## src/design/cfr_pkg.sv

```systemverilog
`timescale 1ns / 1ps

package cfr_pkg;

  // Frame limits and derived counter widths
  localparam int MAX_WIDTH  = 1024;
  localparam int MAX_HEIGHT = 1024;
  localparam int COL_W      = $clog2(MAX_WIDTH);
  localparam int ROW_W      = $clog2(MAX_HEIGHT);
  localparam int DIMW_W     = COL_W + 1;
  localparam int DIMH_W     = ROW_W + 1;
  localparam int MIN_SIZE   = 3;

  // Port widths
  localparam int PIX_W      = 8;
  localparam int COORD_W    = 10;
  localparam int CFG_IDX_W  = 2;
  localparam int CFG_DATA_W = 11;
  localparam int MODE_W     = 3;
  localparam int STRENGTH_W = 7;

  // Kernel constants
  localparam int PIX_MAX     = 255;
  localparam int BOX_DIV     = 9;
  localparam int GAUSS_SHIFT = 4;
  localparam int SHARP_DIV   = 10;
  localparam int LAP_OFFSET  = 128;
  localparam int SHARP_SAT   = (PIX_MAX + 1) * SHARP_DIV;

  // Rounded-up reciprocals, exact for the 12-bit dividends used here
  localparam int RECIP_SHIFT = 16;
  localparam int RECIP9      = ((1 << RECIP_SHIFT) + BOX_DIV - 1) / BOX_DIV;
  localparam int RECIP10     = ((1 << RECIP_SHIFT) + SHARP_DIV - 1) / SHARP_DIV;

  // Result slots of one pixel, in delivery order
  localparam int RES_CENTER = 0;
  localparam int RES_RIGHT  = 1;
  localparam int RES_BOTTOM = 2;
  localparam int NUM_RES    = 3;

  typedef enum logic [CFG_IDX_W-1:0] {
    CFG_FILTER_MODE = 2'd0,
    CFG_SHARP       = 2'd1,
    CFG_WIDTH       = 2'd2,
    CFG_HEIGHT      = 2'd3
  } cfg_reg_e;

  typedef enum logic [MODE_W-1:0] {
    MODE_IDENT = 3'd0,
    MODE_AVG   = 3'd1,
    MODE_GAUSS = 3'd2,
    MODE_SHARP = 3'd3,
    MODE_LAPL  = 3'd4
  } filt_mode_e;

  typedef enum logic [1:0] {
    RK_PASS  = 2'd0,
    RK_DIV9  = 2'd1,
    RK_DIV10 = 2'd2,
    RK_SAT   = 2'd3
  } res_kind_e;

  typedef struct packed {
    logic [PIX_W-1:0] red;
    logic [PIX_W-1:0] green;
    logic [PIX_W-1:0] blue;
  } rgb_t;

  typedef struct packed {
    rgb_t upper;
    rgb_t middle;
  } line_ent_t;

  typedef rgb_t [8:0] win_t;
  typedef logic [8:0][PIX_W-1:0] tap9_t;

  typedef struct packed {
    logic center;
    logic interior;
    logic right;
    logic bottom;
  } res_flags_t;

  typedef struct packed {
    logic [COL_W-1:0] col;
    logic [ROW_W-1:0] row;
    res_flags_t       flags;
  } pix_tag_t;

  function automatic int clamp_dim(int v, int hi);
    int r;
    r = v;
    if (v < MIN_SIZE) r = MIN_SIZE;
    else if (v > hi) r = hi;
    return r;
  endfunction

  localparam int WIDTH_RST  = clamp_dim(640, MAX_WIDTH);
  localparam int HEIGHT_RST = clamp_dim(480, MAX_HEIGHT);

endpackage

```

## src/design/cfr_window.sv

```systemverilog
`timescale 1ns / 1ps

module cfr_window
  import cfr_pkg::*;
(
  input  logic clk_i,
  input  logic rst_ni,
  input  logic shift_i,
  input  rgb_t up_i,
  input  rgb_t mid_i,
  input  rgb_t px_i,
  output win_t win_o
);

  win_t win_q;

  // Shift the 3x3 window left and insert the new column on the right
  always_ff @(posedge clk_i or negedge rst_ni) begin
    if (!rst_ni) begin
      win_q <= '0;
    end else if (shift_i) begin
      for (int r = 0; r < 3; r++) begin
        win_q[r*3]     <= win_q[r*3 + 1];
        win_q[r*3 + 1] <= win_q[r*3 + 2];
      end
      win_q[2] <= up_i;
      win_q[5] <= mid_i;
      win_q[8] <= px_i;
    end
  end

  assign win_o = win_q;

endmodule

```

## config.mk

```make
export PLATFORM = sky130hd
export DESIGN_NAME = cfr_window
export DESIGN_NICKNAME = d
export VERILOG_FILES = /design/src/design/cfr_pkg.sv /design/src/design/cfr_window.sv
export SDC_FILE = /design/constraint.sdc
export NUM_CORES = 1
export LEC_CHECK = 0
export BUFFER_PORTS_ARGS = -buffer_cell sky130_fd_sc_hd__buf_2
export CELL_PAD_IN_SITES_DETAIL_PLACEMENT = 0
export CELL_PAD_IN_SITES_GLOBAL_PLACEMENT = 1
export CORE_MARGIN = 4
export CORE_UTILIZATION = 28
export DETAILED_ROUTE_END_ITERATION = 8
export GPL_TIMING_DRIVEN = 0
export PLACE_DENSITY = 0.7
export RECOVER_POWER = 100
export SYNTH_ARGS = -nofsm -noshare
export SYNTH_HDL_FRONTEND = slang
export SYNTH_SLANG_ARGS = --single-unit
```

## constraint.sdc

```tcl
create_clock -name clk_i -period 0.8 [get_ports clk_i]
set_input_delay 0 -clock clk_i [delete_from_list [all_inputs] [get_ports clk_i]]
set_output_delay 0 -clock clk_i [all_outputs]
set_load 0.05 [all_outputs]
```

==> flow_metrics.tcl <==
set metrics [dict create \
    run_status "finished, violations left" \
    failed_checks "hold timing, setup timing" \
    final_common_cell "sky130_fd_sc_hd__buf_6" \
    postLayoutSetupSlackWorst_ps -301 \
    area.growth.synth_to_final_pct 81.4 \
    drv.max_cap_violation_count 0 \
    hold-worst-slack_ps -401 \
    max-slew-margin-rel 0.311 \
    postSynthNetCount 531 \
    cts_buffers 25 \
    worst_ir_drop_vdd_uv 1880 \
    min_path_type "primary input to asynchronous set/reset pin" \
    port_buffers 289 \
    firstDrtPassIters 4 \
    final_min_period_over_clock_period 1.38 \
    cpPeakStageDelay_ps 430 \
    hold_bufs_inserted_after_cts 72 \
    power.density_mw_per_mm2 2670 \
    multi_input_comb_area_mm2 0.00308 \
    cts_max_path_buffers 3 \
    fill_cells 2381 \
    place_congestion 0.743 \
    timing.critical_path.fanout_max 2 \
    wl_per_cell_um 18.8 \
    design.die.area_mm2 0.0335 \
    vias_per_instance 4.25 \
    worstPathCellList "buf_6" \
    worstPathBufferInverterCount 1 \
    timing.critical_path.required_ps 800 \
    post_synthesis_cell_type_count 5 \
    path_depth 1 \
    reg2regPathDepth 3 \
    detailedRoute.firstIterationViolations 153 \
    chip_height_um 183 \
    final_cell_area_mm2 0.0156 \
    hold_viol_final 108 \
    ys_seq_area_frac 0.629 \
    clock.fmax_ghz 0.908 \
    rsz0062_at_grt "yes" \
    layout.cells.most_common_list "326 x sky130_fd_sc_hd__buf_6, 203 x sky130_fd_sc_hd__dfrtp_2, 173 x sky130_fd_sc_hd__mux2_4" \
    overall_routed_net_length_um 26300 \
    setup_viol 419 \
    dp.final_hpwl_um 15300 \
    cellLeakagePower_uw 0.00728 \
    capturing_element_type_of_the_critical_path "output port" \
    clk_pin_slew_worst_paths_ps 60 \
    max_slew.worst_pin.slew_ps 1030 \
    place_area_mm2 0.0108 \
    cts_htree_levels 1 \
    post_synth_inst_count 456 \
    first_pass_grt_wire_length_um 39000 \
    yosys.area.top_type_share 0.629 \
    diodes 0 \
    placementRows 63 \
    via_count 5929 \
    cp-start-kind "flip-flop" \
    number_of_primary_i_o_pins 291 \
    criticalPathCategory "flip-flop to output port" \
    grt_util_all_layers 0.145 \
    dominant_cells_by_area_after_synthesis "sky130_fd_sc_hd__dfrtp_1 63%, sky130_fd_sc_hd__mux2_4 24%, sky130_fd_sc_hd__mux2_2 10%" \
    tritoncts "built" \
    cts_root_buffer "sky130_fd_sc_hd__clkbuf_16" \
    horiz_die_dim_um 183 \
    fin_worst_skew_ps 6.03 \
    finalCriticalPeriod_ps 1100 \
    yosys_warnings 0 \
    grt_max_degree 110 \
    drc 0 \
    final-max-slew-violation-count 0 \
    syn_area_per_cell_um2 18.8 \
    ff_latch_area_mm2 0.00566 \
    crit_arrival_ps 1100 \
    detail-route-antenna-nets 0 \
    numClockSinks 216 \
    total_power_uw 41600 \
    overflow 0 \
    ys_seq_elements 216 \
    syn-cell-area_mm2 0.00859 \
    grt_pass1_vias 6722 \
    worst_r2r_startpoint "win_o[190]$_DFFE_PN0P_" \
    critical_path.slowest_cell "sky130_fd_sc_hd__dfrtp_2" \
    placeableCoreArea_mm2 0.0300 \
    finalNetCount 1063 \
    drive_above_1_share 0.911 \
    floorplan.initialDensity 0.287 \
    post_place_setup_slack_ps -415 \
    clkLatencyLatePin_ps 500 \
    category_of_cells_accounting_for_the_largest_share_of_critical_path_delay "flip-flops" \
    setup.worst_path.start "win_o[40]$_DFFE_PN0P_" \
    largest_register_ffs 216 \
    antenna_found_initial 0 \
    synth_top_cell_by_area "sky130_fd_sc_hd__dfrtp_1" \
]
Yosys cell counts (all sizes together):
master and count:
dfrtp 216, mux2 216, buf 24
final timing paths:
| check | endpoint | slack (ps) |
|---|---|---|
| worst max-delay path | win_o[40] | -300 |
| min in group clk_i | win_o[151]$_DFFE_PN0P_ | 20 |
| worst min register to register | win_o[0]$_DFFE_PN0P_ | 530 |
| worst min-delay path | win_o[73]$_DFFE_PN0P_ | -400 |
| max in group asynchronous | win_o[215]$_DFFE_PN0P_ | 80 |
| worst max register to register | win_o[190]$_DFFE_PN0P_ | -260 |
power breakdown:
part / internal, uW / switching (uW) / total, uW
logic: 7580 / 8560 / 16100
clock network: 6610 / 4410 / 11000
registers: 12900 / 1610 / 14500
stage by stage:
stage	instances	TNS, ps	util	hold slack (ps)
global route	1396	-105820	0.520	-322
floorplan	456	-25150	-	-296
global placement	1135	-994600	0.360	230
detailed placement	1136	-81430	0.361	121
CTS	1380	-88520	0.498	-438
finish	1396	-81910	0.520	-401
logic make-up after synthesis:
logic type / Yosys count / share of synthesized area
buffers and inverters: 24 / 0.0264
multiplexers: 216 / 0.344
flip-flops: 216 / 0.629
final cells by class:
cell class	count	share of cell area
clock buffers	36	0.0467
well taps	390	0.0313
plain buffers	24	0.0145
repair buffers	505	0.342
multi-input cells	216	0.198
clock inverters	9	0.00482
flip-flops and latches	216	0.363
metal layers:
layer / part of all wire / up-vias / routed length (um) / track usage
li1: - / 2678 / - / -
met1: 0.40 / 3024 / 10500 / 0.173
met2: 0.52 / 185 / 13500 / 0.262
met3: 0.056 / 42 / 1460 / 0.0361
met4: 0.030 / 0 / 780 / 0.0340
met5: 0 / - / 0 / 0
what timing repair did:
| item | CTS | global route |
|---|---|---|
| setup endpoints to repair | 248 | 443 |
| endpoints found under the hold margin | 180 | 108 |
| buffers inserted | 127 | 54 |
| resized for setup | 502 | 168 |
(Power assumes the default switching activity.)
