`config.mk`:
```
export PLATFORM = sky130hd
export DESIGN_NAME = cfr_emit
export DESIGN_NICKNAME = d
export VERILOG_FILES = /design/src/design/cfr_pkg.sv /design/src/design/cfr_emit.sv
export SDC_FILE = /design/constraint.sdc
export NUM_CORES = 1
export LEC_CHECK = 0
export ABC_AREA = 1
export BUFFER_PORTS_ARGS = -buffer_cell sky130_fd_sc_hd__buf_4
export CAP_MARGIN = 20
export CORE_MARGIN = 2
export CORE_UTILIZATION = 50
export DETAILED_ROUTE_END_ITERATION = 7
export PLACE_DENSITY = 0.84
export SLEW_MARGIN = 20
export SYNTH_ARGS = -nofsm -noshare
export SYNTH_HDL_FRONTEND = slang
export SYNTH_SLANG_ARGS = --single-unit
```
`constraint.sdc`:
```
create_clock -name clk_i -period 6.32 [get_ports clk_i]
set_input_delay 0.632 -clock clk_i [delete_from_list [all_inputs] [get_ports clk_i]]
set_output_delay 0.632 -clock clk_i [all_outputs]
set_load 0.01 [all_outputs]
```
`src/design/cfr_pkg.sv`:
```
`timescale 1ns / 1ps

package cfr_pkg;

  // Frame limits and derived counter widths
  localparam int MAX_WIDTH  = 1024;
  localparam int MAX_HEIGHT = 1024;
  localparam int COL_W      = $clog2(MAX_WIDTH);
  localparam int ROW_W      = $clog2(MAX_HEIGHT);
  localparam int DIMW_W     = COL_W + 1;
  localparam int DIMH_W     = ROW_W + 1;
  localparam int MIN_SIZE   = 3;

  // Port widths
  localparam int PIX_W      = 8;
  localparam int COORD_W    = 10;
  localparam int CFG_IDX_W  = 2;
  localparam int CFG_DATA_W = 11;
  localparam int MODE_W     = 3;
  localparam int STRENGTH_W = 7;

  // Kernel constants
  localparam int PIX_MAX     = 255;
  localparam int BOX_DIV     = 9;
  localparam int GAUSS_SHIFT = 4;
  localparam int SHARP_DIV   = 10;
  localparam int LAP_OFFSET  = 128;
  localparam int SHARP_SAT   = (PIX_MAX + 1) * SHARP_DIV;

  // Rounded-up reciprocals, exact for the 12-bit dividends used here
  localparam int RECIP_SHIFT = 16;
  localparam int RECIP9      = ((1 << RECIP_SHIFT) + BOX_DIV - 1) / BOX_DIV;
  localparam int RECIP10     = ((1 << RECIP_SHIFT) + SHARP_DIV - 1) / SHARP_DIV;

  // Result slots of one pixel, in delivery order
  localparam int RES_CENTER = 0;
  localparam int RES_RIGHT  = 1;
  localparam int RES_BOTTOM = 2;
  localparam int NUM_RES    = 3;

  typedef enum logic [CFG_IDX_W-1:0] {
    CFG_FILTER_MODE = 2'd0,
    CFG_SHARP       = 2'd1,
    CFG_WIDTH       = 2'd2,
    CFG_HEIGHT      = 2'd3
  } cfg_reg_e;

  typedef enum logic [MODE_W-1:0] {
    MODE_IDENT = 3'd0,
    MODE_AVG   = 3'd1,
    MODE_GAUSS = 3'd2,
    MODE_SHARP = 3'd3,
    MODE_LAPL  = 3'd4
  } filt_mode_e;

  typedef enum logic [1:0] {
    RK_PASS  = 2'd0,
    RK_DIV9  = 2'd1,
    RK_DIV10 = 2'd2,
    RK_SAT   = 2'd3
  } res_kind_e;

  typedef struct packed {
    logic [PIX_W-1:0] red;
    logic [PIX_W-1:0] green;
    logic [PIX_W-1:0] blue;
  } rgb_t;

  typedef struct packed {
    rgb_t upper;
    rgb_t middle;
  } line_ent_t;

  typedef rgb_t [8:0] win_t;
  typedef logic [8:0][PIX_W-1:0] tap9_t;

  typedef struct packed {
    logic center;
    logic interior;
    logic right;
    logic bottom;
  } res_flags_t;

  typedef struct packed {
    logic [COL_W-1:0] col;
    logic [ROW_W-1:0] row;
    res_flags_t       flags;
  } pix_tag_t;

  function automatic int clamp_dim(int v, int hi);
    int r;
    r = v;
    if (v < MIN_SIZE) r = MIN_SIZE;
    else if (v > hi) r = hi;
    return r;
  endfunction

  localparam int WIDTH_RST  = clamp_dim(640, MAX_WIDTH);
  localparam int HEIGHT_RST = clamp_dim(480, MAX_HEIGHT);

endpackage

```
`src/design/cfr_emit.sv`:
```
`timescale 1ns / 1ps

module cfr_emit
  import cfr_pkg::*;
(
  input  logic               clk_i,
  input  logic               rst_ni,
  input  logic               load_valid_i,
  input  pix_tag_t           load_tag_i,
  input  rgb_t               load_rgb_i,
  output logic               take_o,
  output logic               out_valid_o,
  input  logic               out_ready_i,
  output logic [PIX_W-1:0]   out_red_o,
  output logic [PIX_W-1:0]   out_green_o,
  output logic [PIX_W-1:0]   out_blue_o,
  output logic [COORD_W-1:0] out_col_o,
  output logic [COORD_W-1:0] out_row_o,
  output logic               last_of_run_o
);

  logic [NUM_RES-1:0] pend_d, pend_q;
  logic [NUM_RES-1:0] cur;
  logic               last;
  pix_tag_t           tag_q;
  rgb_t               rgb_q;
  rgb_t               rgb_sel;
  logic [COL_W-1:0]   col_sel;
  logic [ROW_W-1:0]   row_sel;

  // Select the oldest pending result of the held pixel
  always_comb begin
    cur    = pend_q & (~pend_q + NUM_RES'(1));
    last   = (pend_q & ~cur) == '0;
    take_o = (pend_q == '0) || (out_ready_i && last);

    rgb_sel = '0;
    col_sel = tag_q.col;
    row_sel = tag_q.row;
    if (cur[RES_CENTER]) begin
      rgb_sel = tag_q.flags.interior ? rgb_q : '0;
      col_sel = tag_q.col - COL_W'(1);
      row_sel = tag_q.row - ROW_W'(1);
    end else if (cur[RES_RIGHT]) begin
      row_sel = tag_q.row - ROW_W'(1);
    end

    out_valid_o   = pend_q != '0;
    out_red_o     = rgb_sel.red;
    out_green_o   = rgb_sel.green;
    out_blue_o    = rgb_sel.blue;
    out_col_o     = COORD_W'(col_sel);
    out_row_o     = COORD_W'(row_sel);
    last_of_run_o = last;
  end

  // Load a new pixel or drop the result just taken
  always_comb begin
    pend_d = pend_q;
    if (take_o) begin
      pend_d = '0;
      if (load_valid_i) begin
        pend_d[RES_CENTER] = load_tag_i.flags.center;
        pend_d[RES_RIGHT]  = load_tag_i.flags.right;
        pend_d[RES_BOTTOM] = load_tag_i.flags.bottom;
      end
    end else if (out_valid_o && out_ready_i) begin
      pend_d = pend_q & ~cur;
    end
  end

  always_ff @(posedge clk_i or negedge rst_ni) begin
    if (!rst_ni) begin
      pend_q <= '0;
    end else begin
      pend_q <= pend_d;
    end
  end

  always_ff @(posedge clk_i) begin
    if (take_o) begin
      tag_q <= load_tag_i;
      rgb_q <= load_rgb_i;
    end
  end

endmodule

```
==> results of run 1 <==
-- through the flow --
| step | power, mW | cells | utilization | instance area [µm²] |
|---|---|---|---|---|
| global placement | 0.986 | 349 | 0.697 | 2970 |
| floorplan | 0.792 | 201 | - | 2180 |
| CTS | 1.18 | 357 | 0.718 | 3060 |
| finish | 1.16 | 357 | 0.718 | 3060 |
| global route | 1.24 | 357 | 0.718 | 3060 |
| detailed placement | 1.00 | 349 | 0.697 | 2970 |
-- final timing paths --
kind                                       start                     to  slack, ps  cells after the start
setup / recovery           pend_q[0]$_DFFE_PN0P_                 take_o       3370                      6
hold / removal                            rst_ni  pend_q[2]$_DFFE_PN0P_        120                      1
setup reg to reg           pend_q[0]$_DFFE_PN0P_     rgb_q[4]$_DFFE_PN_       4160                      5
hold reg to reg            pend_q[1]$_DFFE_PN0P_  pend_q[1]$_DFFE_PN0P_        570                      2
max in group asynchronous                 rst_ni  pend_q[1]$_DFFE_PN0P_       6100                      1
min in group clk_i                load_tag_i[19]    tag_q[19]$_DFFE_PN_        520                      1
-- Yosys cell counts --
master | number | area (µm²)
nor3_1 | 1 | 5.00
o21ai_1 | 1 | 5.00
xnor2_1 | 2 | 17.5
and2_1 | 1 | 6.26
nand3_2 | 1 | 10.0
o22ai_1 | 1 | 6.26
nand4_1 | 4 | 25.0
nand2_1 | 30 | 113
edfxtp_1 | 45 | 1350
nor2_4 | 2 | 22.5
nand3_1 | 5 | 25.0
clkbuf_1 | 2 | 7.51
dfrtp_1 | 3 | 75.1
o21ai_0 | 7 | 35.0
nand2_8 | 1 | 20.0
xor2_1 | 9 | 78.8
nor2_1 | 33 | 124
or2_2 | 2 | 12.5
nand3b_1 | 1 | 7.51
nand3_4 | 2 | 35.0
ha_1 | 2 | 25.0
inv_2 | 1 | 3.75
inv_1 | 45 | 169
-- sequential cells by signal, indices dropped and copies added (netlist names) --
name    count
pend_q      3
rgb_q      24
tag_q      21
-- layout make-up --
cell class                      instances  area, µm²
Clock buffer                            8       90.1
Fill cell                             318       1200
Inverter                               46        173
Multi-Input combinational cell        105        573
Sequential cell                        48       1430
Tap cell                               52       65.1
Timing Repair Buffer                   98        736
-- power breakdown --
group	leakage [nW]	internal (mW)	switching (mW)
logic	0.978	0.188	0.259
clock network	0.0455	0.0892	0.0855
registers	0.481	0.494	0.0475
total	1.50	0.771	0.392
-- layout by cell type (no fill, tap or decap), drive strengths merged --
| cell type | synthesis | layout |
|---|---|---|
| nor3 | 1 | 1 |
| nor2 | 35 | 35 |
| or2 | 2 | 2 |
| ha | 2 | 2 |
| nand3b | 1 | 1 |
| o21ai | 8 | 8 |
| xnor2 | 2 | 2 |
| nand3 | 8 | 8 |
| xor2 | 9 | 9 |
| inv | 46 | 46 |
| buf | 0 | 98 |
| clkbuf | 2 | 8 |
| and2 | 1 | 1 |
| dfrtp | 3 | 3 |
| edfxtp | 45 | 45 |
| nand4 | 4 | 4 |
| o22ai | 1 | 1 |
| nand2 | 31 | 31 |
-- per-layer routing --
layer | vias to the layer above | GRT usage | part of all wire
li1 | 841 | - | -
met1 | 717 | 0.189 | 0.38
met2 | 53 | 0.307 | 0.54
met3 | 4 | 0.0418 | 0.065
met4 | 0 | 0.0662 | 0.012
met5 | - | 0 | 0
-- cells by family (layout without fill, tap and decap cells) --
kind of cell    after synthesis  count (layout)
fa+ha+maj                     2               2
buf+inv                      48             152
xor+xnor                     11              11
flops                        48              48
compound gates                9               9
simple gates                 83              83
==> impl_results.md, run 1 <==
* DRC at 0
* Crit path kind: flop to output port
* First-pass iteration count of the detailed router at 4
* Syn_area_per_cell at approximately 11 µm²
* Synth Area in Adders at 0.0115
* Delay of the slowest critical-path stage at 700 ps
* Vias in the first global route at between 1500 and 2000
* Port-buffer cells at 98
* Setup crit end kind: output port
* Drt initial violations at 48
* Core area at about 4300 µm²
* Buffers & Inverters on Critical Path at 3
* Setup total negative slack at 0 ps
* Largest net degree at the start of global routing at 47
* Post-Synth Simple-Gate Area at 0.186
* Slew HR at 0.389
* Num CTS Buffers at 5
* GRT Util Overall at 0.169
* Clk sink count at 48
* Sequential fraction of the synthesis area at 0.654
* Root buffer cell: clkbuf_8
* Io pins at 99
* Min Tclk post-route at 2950 ps
* Worst Skew at 3.84 ps
* Initial core utilization at 0.511
* RSZ-0062 raised after global routing: no
* Hold Crit Class: input port to async pin
* Setup WS pre-CTS at 3690 ps
* Die W at about 70 µm
* Status: finished clean
* Global route overflow at 0
* Clock-pin slew on the worst setup and hold paths at 80 ps
* Row cnt at 24
* Post-route ant nets at 0
* Setup Fix Bufs, Post-CTS at 0
* Vias/cell at 4.52
* CTS H-tree lvls at 2
* Least-Margin Pin Slew at roughly 920 ps
* Number of synthesized register bits at 48
* Total number of yosys warnings at 0
* Critical path launch point type: flop
* First-pass GRT wire length at around 6500 µm
* Max-cap check violation count at 0
* DPL Wire Length at 3150 µm
* Critical path data required time at approximately 5700 ps
* DR vias at about 1600
* Fin. Hold Viols at 0
* Multiplexer share of the synthesized area at 0
* Cell family with most CP delay: buffers and inverters
* Critical Path, Cell by Cell: inv_2, nand2_8, o21ai_0, nand2_1, inv_2, buf_4
* Hold bufs inserted after CTS at 0
* Post-Synth XOR/XNOR Area at 0.0442
* Synthesized Nets at approximately 260
* Final setup fails at 0
* Slowest CP cell: inv_2
* Leak at around 1.5 nW
* Worst setup margin at approximately 3400 ps
* Cell mode on critical path: inv_2
* Routed WL at around 4000 µm
* Synth Cell Area at ~2200 µm²
* CTS max path bufs at 2
* Hold WS at approximately 120 ps
* Critical path peak fanout at 46
* Max Clock Freq at around 340 MHz
* DR WL/cell at about 11 µm
* Initial antenna violation count at 0
* Cells after Synth at approximately 200
* Synth cell types at 23
* Maximum vdd ir drop at approximately 190 µV
* Die H at 70.0 µm
* ANT cells at 0
* CTS-repair resized insts at 0
* Final period utilization at 0.467
* Largest family of logic cells by synthesized area: simple AND/OR/NAND/NOR gates
* Slew Viols, Final at 0
* CTS tree: built
* CP arrival at 2320 ps
* Layout area overhead at 40.5%
* NumNets Final at ~360
* Routability Congestion at about 0.83
* Clock insertion delay at the later pin of the skew report at ~280 ps
* P per Cell Area at 380 nW/µm²
* Synth Area in Compound Gates at 0.0212
* Die ar. at roughly 4900 µm²
* Share of cells above drive strength 1 at 0.374
No activity file was read; power rests on OpenSTA's default activity.
==> run 2, diff against run 1 <==
--- a/config.mk
+++ b/config.mk
@@ -9,9 +9,9 @@
 export BUFFER_PORTS_ARGS = -buffer_cell sky130_fd_sc_hd__buf_4
 export CAP_MARGIN = 20
 export CORE_MARGIN = 2
-export CORE_UTILIZATION = 50
+export CORE_UTILIZATION = 46
 export DETAILED_ROUTE_END_ITERATION = 7
-export PLACE_DENSITY = 0.84
+export PLACE_DENSITY = 0.79
 export SLEW_MARGIN = 20
 export SYNTH_ARGS = -nofsm -noshare
 export SYNTH_HDL_FRONTEND = slang
==> constraint.sdc (replaced) <==
create_clock -name clk_i -period 2.8 [get_ports clk_i]
set_input_delay 0.28 -clock clk_i [delete_from_list [all_inputs] [get_ports clk_i]]
set_output_delay 0.28 -clock clk_i [all_outputs]
set_load 0.01 [all_outputs]
==> run 2 against run 1 <==
Combinational power up 130%. Clock skew is 2.5 ps higher. Critical path depth unchanged. Sequential share of layout area fell by 0.49 points. Largest cell class unchanged. Critical path type unchanged. Cell area rose by 1.1%. Worst hold slack gained 41 ps. Via count up 2.6%. Power increased by 130%. Clock-buffer cell count is the same.
==> impl_results.md, run 2 (synthesized netlist as in run 1, its figures left out) <==
* Slew Viols, Final at 0 (unchanged)
* GRT Util Overall at 0.173 (+0.00452)
* Hold WS at 163 ps (+40.7 ps)
* Share of cells above drive strength 1 at 0.375 (+0.000822)
* Vias/cell at 4.59 (+1.5%)
* Cell mode on critical path: inv_2
* Io pins at 99 (unchanged)
* Post-route ant nets at 0 (unchanged)
* Routed WL at 4380 µm (+9.4%)
* Layout area overhead at 42.0%
* Critical path data required time at 2520 ps (-3170 ps)
* DRC at 0 (unchanged)
* Final non-filler cell total at 361 (+1.1%)
* Row cnt at 25 (+4.2%)
* Worst setup margin at 544 ps (-2830 ps)
* Root buffer cell: clkbuf_8
* Global route overflow at 0 (unchanged)
* Clock-pin slew on the worst setup and hold paths at 80 ps (about the same)
* Num CTS Buffers at 5 (unchanged)
* Die ar. at 5300 µm² (+8.2%)
* Initial core utilization at 0.471 (-0.0403)
* Final period utilization at 0.806
* Initial antenna violation count at 0 (unchanged)
* Least-Margin Pin Slew at 726 ps (-190 ps)
* CTS H-tree lvls at 2 (unchanged)
* RSZ-0062 raised after global routing: no
* Final setup fails at 0 (unchanged)
* Max-cap check violation count at 0 (unchanged)
* Final Core Density at 0.669 (-0.0497)
* Maximum vdd ir drop at 442 µV (+140%)
* Setup total negative slack at 0 ps (unchanged)
* ANT cells at 0 (unchanged)
* Critical Path, Cell by Cell: inv_2, nand2_8, o21ai_0, nand2_1, inv_2, buf_4
* Vias in the first global route at 1610 (+4.8%)
* Critical path peak fanout at 25 (-46%)
* Slowest CP cell: dfrtp_1
* CTS max path bufs at 2 (unchanged)
* Die W at 72.8 µm (+4.0%)
* Largest register FFs at 24 (unchanged)
* Crit path kind: flop to output port
* Worst Skew at 6.39 ps (+2.55 ps)
* Die H at 72.8 µm (+4.0%)
* Drt initial violations at 31 (-35%)
* DPL Wire Length at 3550 µm (+13%)
* Clock insertion delay at the later pin of the skew report at 280 ps (about the same)
* Core area at 4630 µm² (+8.6%)
* First-pass GRT wire length at 6930 µm (+7.4%)
* Status: finished clean
* Most common cell after layout, fill and taps aside: buf_4
* Min Tclk post-route at ~2300 ps
* Critical path launch point type: flop
* P per Cell Area at 863 nW/µm² (+130%)
* Max Clock Freq at 443 MHz
* Most frequent cells in the layout: 98 x buf_4, 45 x edfxtp_1, 44 x inv_1
* Fin. Hold Viols at 0 (unchanged)
* Leak at 1.52 nW (+0.91%)
* CP arrival at 1980 ps (-340 ps)
* DR WL/cell at 12.1 µm (+8.2%)
* CTS tree: built
* Delay of the slowest critical-path stage at 460 ps (-240 ps)
* Setup WS pre-CTS at 816 ps (-2870 ps)
* Setup crit end kind: output port
* First-pass iteration count of the detailed router at 4 (unchanged)
* NumNets Final at 360 (+0.56%)
* Hold Crit Class: input port to flop
* Number of instances in the placed design at 352 (+0.86%)
* Total power draw at 2.67 mW (+130%)
* Largest net degree at the start of global routing at 26 (-45%)
* Port-buffer cells at 98 (unchanged)
* Routability Congestion at 0.779 (-6.5%)
* Cell area after layout at 3100 µm² (+1.1%)
* Largest regs: rgb_q (24), tag_q (21), pend_q (3)
* Placed cell areas at 3000 µm² (+0.76%)
* Slew HR at 0.515 (+0.126)
* Reg with most FFs: rgb_q
* Clk sink count at 48 (unchanged)
* DR vias at 1657 (+2.6%)
[run 2: power breakdown]
part           switching, mW  internal (mW)
sequential             0.114           1.11
clock                  0.193          0.201
combinational          0.598          0.457
[run 2: timing repair]
action | CTS | global route
gates resized for setup | 0 | 0
hold endpoints to repair | 3 | 0
setup buffers | 0 | 0
hold buffers | 1 | 0
[run 2: final cells by class]
| class | instances | area (µm²) |
|---|---|---|
| Fill cell | 367 | 1530 |
| Sequential cell | 48 | 1430 |
| Timing Repair Buffer | 100 | 766 |
| Multi-Input combinational cell | 105 | 573 |
| Inverter | 46 | 173 |
| Clock buffer | 8 | 90.1 |
| Tap cell | 54 | 67.6 |
[run 2: critical path: cells and delay by family, from the launching register on]
family                 cells  cell delay [ps]
and+or+nand+nor            2              240
buffers and inverters      3              810
DFF                        1              460
AOI/OAI and AO/OA          1              170
[run 2: metal layers]
metal	global-route usage	part of all wire
met2	0.320	0.56
met5	0	0
met1	0.188	0.38
met3	0.0428	0.045
met4	0.0720	0.014
[run 2: final timing paths]
check,endpoint,slack (ps),startpoint,cells past startpoint
hold / removal,rgb_q[19]$_DFFE_PN_,160,load_rgb_i[19],1
max in group asynchronous,pend_q[0]$_DFFE_PN0P_,2390,rst_ni,2
hold reg to reg,pend_q[2]$_DFFE_PN0P_,570,pend_q[2]$_DFFE_PN0P_,2
min in group asynchronous,pend_q[2]$_DFFE_PN0P_,310,rst_ni,2
setup / recovery,take_o,540,pend_q[0]$_DFFE_PN0P_,6
setup reg to reg,rgb_q[14]$_DFFE_PN_,790,pend_q[0]$_DFFE_PN0P_,6
==> run 3, diff against run 2 <==
--- a/config.mk
+++ b/config.mk
@@ -5,13 +5,13 @@
 export SDC_FILE = /design/constraint.sdc
 export NUM_CORES = 1
 export LEC_CHECK = 0
-export ABC_AREA = 1
+export ABC_AREA = 0
 export BUFFER_PORTS_ARGS = -buffer_cell sky130_fd_sc_hd__buf_4
 export CAP_MARGIN = 20
 export CORE_MARGIN = 2
-export CORE_UTILIZATION = 46
+export CORE_UTILIZATION = 42
 export DETAILED_ROUTE_END_ITERATION = 7
-export PLACE_DENSITY = 0.79
+export PLACE_DENSITY = 0.76
 export SLEW_MARGIN = 20
 export SYNTH_ARGS = -nofsm -noshare
 export SYNTH_HDL_FRONTEND = slang
==> constraint.sdc (replaced) <==
create_clock -name clk_i -period 2 [get_ports clk_i]
set_input_delay 0.2 -clock clk_i [delete_from_list [all_inputs] [get_ports clk_i]]
set_output_delay 0.2 -clock clk_i [all_outputs]
set_load 0.01 [all_outputs]
==> run 3 against run 2 <==
Die area up 5.8%. First-iteration DRC count rose to 2.6 times the previous value. Highest routed layer unchanged. Global-route usage up 0.64 points. Synthesized cell count down 24%. The flow now finishes with violations (setup timing). Clock power up 110%. Flip-flop and latch count unchanged. Largest power group unchanged. Largest cell class unchanged.
==> impl_results.md, run 3 <==
* P_sw at 1.49 mW (+65%)
* Count leader, synth: edfxtp_1
* Max Clock Freq at ~470 MHz
* Synth top area share at 0.639 (+0.0195)
* Port-buffer cells at 98 (unchanged)
* Final period utilization at 1.07
* Fin. Hold Viols at 0 (unchanged)
* Reg with most FFs: rgb_q
* Worst setup margin at -137 ps (-681 ps)
* Clk sink count at 48 (unchanged)
* Final non-filler cell total at 331 (-8.3%)
* Placed cell areas at 2980 µm² (-0.54%)
* Cells after Synth at 153 (-24%)
* Vias/cell at 4.98 (+8.6%)
* Status: complete, but fails checks
* ANT cells at 0 (unchanged)
* Maximum vdd ir drop at 770 µV (+74%)
* Initial core utilization at 0.442 (-0.0292)
* Async SR Flop Fraction at 0.0625 (unchanged)
* Max-cap check violation count at 0 (unchanged)
* Synth Cell Area at 2110 µm² (-3.0%)
* Setup total negative slack at -288 ps (-288 ps)
* Gate power share at 0.397 (+0.002)
* Routed WL at 5050 µm (+15%)
* Syn_area_per_cell at 13.8 µm² (+27%)
* Least-Margin Pin Slew at 541 ps (-185 ps)
* Failing checks: setup timing
* Share of cells above drive strength 1 at 0.492 (+0.118)
* Initial antenna violation count at 0 (unchanged)
* P_int at 2.98 mW (+69%)
* NumNets Final at 317 (-12%)
* Global route overflow at 0 (unchanged)
* Setup crit end kind: output port
* Synth area leaders: edfxtp_1 64%, and3_1 7.1%, xor2_1 4.6%
* Most common cell after layout, fill and taps aside: buf_4
* Critical path peak fanout at 4 (-84%)
* DR WL/cell at 15.2 µm (+26%)
* Hold Crit Class: input port to flop
* Most frequent cells in the layout: 106 x buf_4, 45 x edfxtp_1, 24 x and3_1
* Root buffer cell: clkbuf_8
* Layout area overhead at 52.8%
* Largest register FFs at 24 (unchanged)
* Number of synthesized register bits at 48 (unchanged)
* P per Cell Area at 1380 nW/µm² (+60%)
* Largest net degree at the start of global routing at 31 (+19%)
* Post-route ant nets at 0 (unchanged)
* Num CTS Buffers at 5 (unchanged)
* Clock insertion delay at the later pin of the skew report at 300 ps (+20 ps)
* Cell area after layout at 3230 µm² (+4.3%)
* CTS H-tree lvls at 2 (unchanged)
* Seq pwr share at 0.415 (-0.042)
* Sequential fraction of the synthesis area at 0.675 (+0.0205)
* Critical path data required time at 1800 ps (-720 ps)
* Largest regs: rgb_q (24), tag_q (21), pend_q (3)
* Synthesized Nets at 207 (-19%)
* Total number of yosys warnings at 0 (unchanged)
* GRT Util Overall at 0.180 (+0.00644)
* Die W at 74.9 µm (+2.9%)
* Leak at 1.47 nW (-3.4%)
* Dominant synthesized flop cell: edfxtp_1
* Drt initial violations at 82 (+160%)
* Filler cells at 355 (-3.3%)
* Switching part of the total power at 0.334 (-0.00506)
* Slew Viols, Final at 0 (unchanged)
* Top post-synthesis cells by count: 45 x edfxtp_1, 24 x and3_1, 11 x xor2_1
* CTS tree: built
* Row cnt at 25 (unchanged)
* Register area at 1430 µm² (unchanged)
* First-pass GRT wire length at 7360 µm (+6.1%)
* Crit path kind: flop to output port
* Vias in the first global route at 1549 (-3.8%)
* Leading area contributor after synthesis: edfxtp_1
* Post-synth EDFFs at 45 (unchanged)
* DR vias at 1650 (-0.42%)
* Number of instances in the placed design at 317 (-9.9%)
* Clock power frac at 0.188 (+0.040)
* CTS max path bufs at 2 (unchanged)
* Die H at 74.9 µm (+2.9%)
* DPL Wire Length at 3630 µm (+2.3%)
* Io pins at 99 (unchanged)
* DRC at 0 (unchanged)
* Synth cell types at 34 (+48%)
* Slew HR at 0.640 (+0.125)
* Worst Skew at 6.01 ps (-0.375 ps)
* Clock-pin slew on the worst setup and hold paths at 90 ps (about the same)
* Die ar. at 5620 µm² (+5.8%)
* Core area at 4790 µm² (+3.4%)
* Routability Congestion at 0.880 (+13%)
* Final setup fails at 4 (+4)
* Critical path launch point type: flop
* CP arrival at 1940 ps (-40 ps)
* Min Tclk post-route at between 2000 and 2500 ps
* Area occupied by multi-input gates at 706 µm² (+23%)
* RSZ-0062 raised after global routing: yes
* First-pass iteration count of the detailed router at 4 (unchanged)
run 3: cell count changes after synthesis, sizes merged, moves of 5 or more:
cell    before  now
clkbuf       2    7
nand2       31    5
and3         0   24
nor3         1    6
nor2        35    7
nand3        8    2
xnor2        2    7
inv         46    5
o21ai        8    2
run 3: final timing paths:
kind                                        from  slack (ps)  depth (start not counted)               endpoint
max                          tag_q[19]$_DFFE_PN_        -140                          5           out_col_o[6]
min                               load_tag_i[23]          70                          1    tag_q[23]$_DFFE_PN_
max reg2reg                pend_q[0]$_DFFE_PN0P_         390                          4    rgb_q[15]$_DFFE_PN_
min reg2reg                pend_q[2]$_DFFE_PN0P_         650                          1  pend_q[2]$_DFFE_PN0P_
max in group asynchronous                 rst_ni        1680                          2  pend_q[1]$_DFFE_PN0P_
min in group asynchronous                 rst_ni         220                          2  pend_q[0]$_DFFE_PN0P_
run 3: layout make-up:
class	count	area share
inverter	5	0.00581
sequential	48	0.442
multi-input combinational	93	0.219
timing repair buffer	110	0.265
tap	67	0.0260
clock inverter	3	0.0213
clock buffer	5	0.0213
run 3: kinds of logic after synthesis:
group | Yosys count | share of synthesized area
AOI/OAI and AO/OA | 10 | 0.0326
xor gates and xnor gates | 18 | 0.0746
adders and majority gates | 3 | 0.0166
buffers and inverters | 12 | 0.0213
DFF | 48 | 0.675
and+or+nand+nor | 62 | 0.180
run 3: worst max-delay path, stage by stage (launching register included):
cell and delay (ps):
edfxtp_1 410, or4_4 620, buf_4 170, nor2_4 100
xor2_1 180, buf_4 150
run 3: repair_timing:
action                                 4_1_cts  5_1_grt
setup endpoints to repair                    4        9
gates resized for setup                      3       11
setup buffers                                3        2
hold buffers                                 1        0
pin swaps                                    5        3
endpoints found under the hold margin        3        0
run 3: power by group through the flow:
stage / registers, mW / logic, mW / clock network, mW
2_1_floorplan: 1.78 / 0.900 / 0
3_3_place_gp: 1.85 / 1.65 / 0
3_5_place_dp: 1.87 / 1.67 / 0
4_1_cts: 1.84 / 1.74 / 0.847
5_1_grt: 1.91 / 1.92 / 0.891
6_report: 1.86 / 1.77 / 0.838
run 3: layer usage:
metal / vias up / part of all wire / global-route usage
met5: - / 0 / 0
met4: 0 / 0.018 / 0.0675
met3: 9 / 0.079 / 0.0696
met2: 63 / 0.51 / 0.291
met1: 789 / 0.39 / 0.219
li1: 789 / - / -
run 3: through the flow:
step | worst slack, ps | hold slack (ps) | utilization | total power, mW
global route | -250 | 47.7 | 0.675 | 4.72
finish | -137 | 67.6 | 0.675 | 4.47
floorplan | -71.5 | -95.6 | - | 2.68
global placement | 251 | -5.09 | 0.622 | 3.50
CTS | -60.2 | 63.2 | 0.661 | 4.43
detailed placement | 204 | -5.55 | 0.622 | 3.54
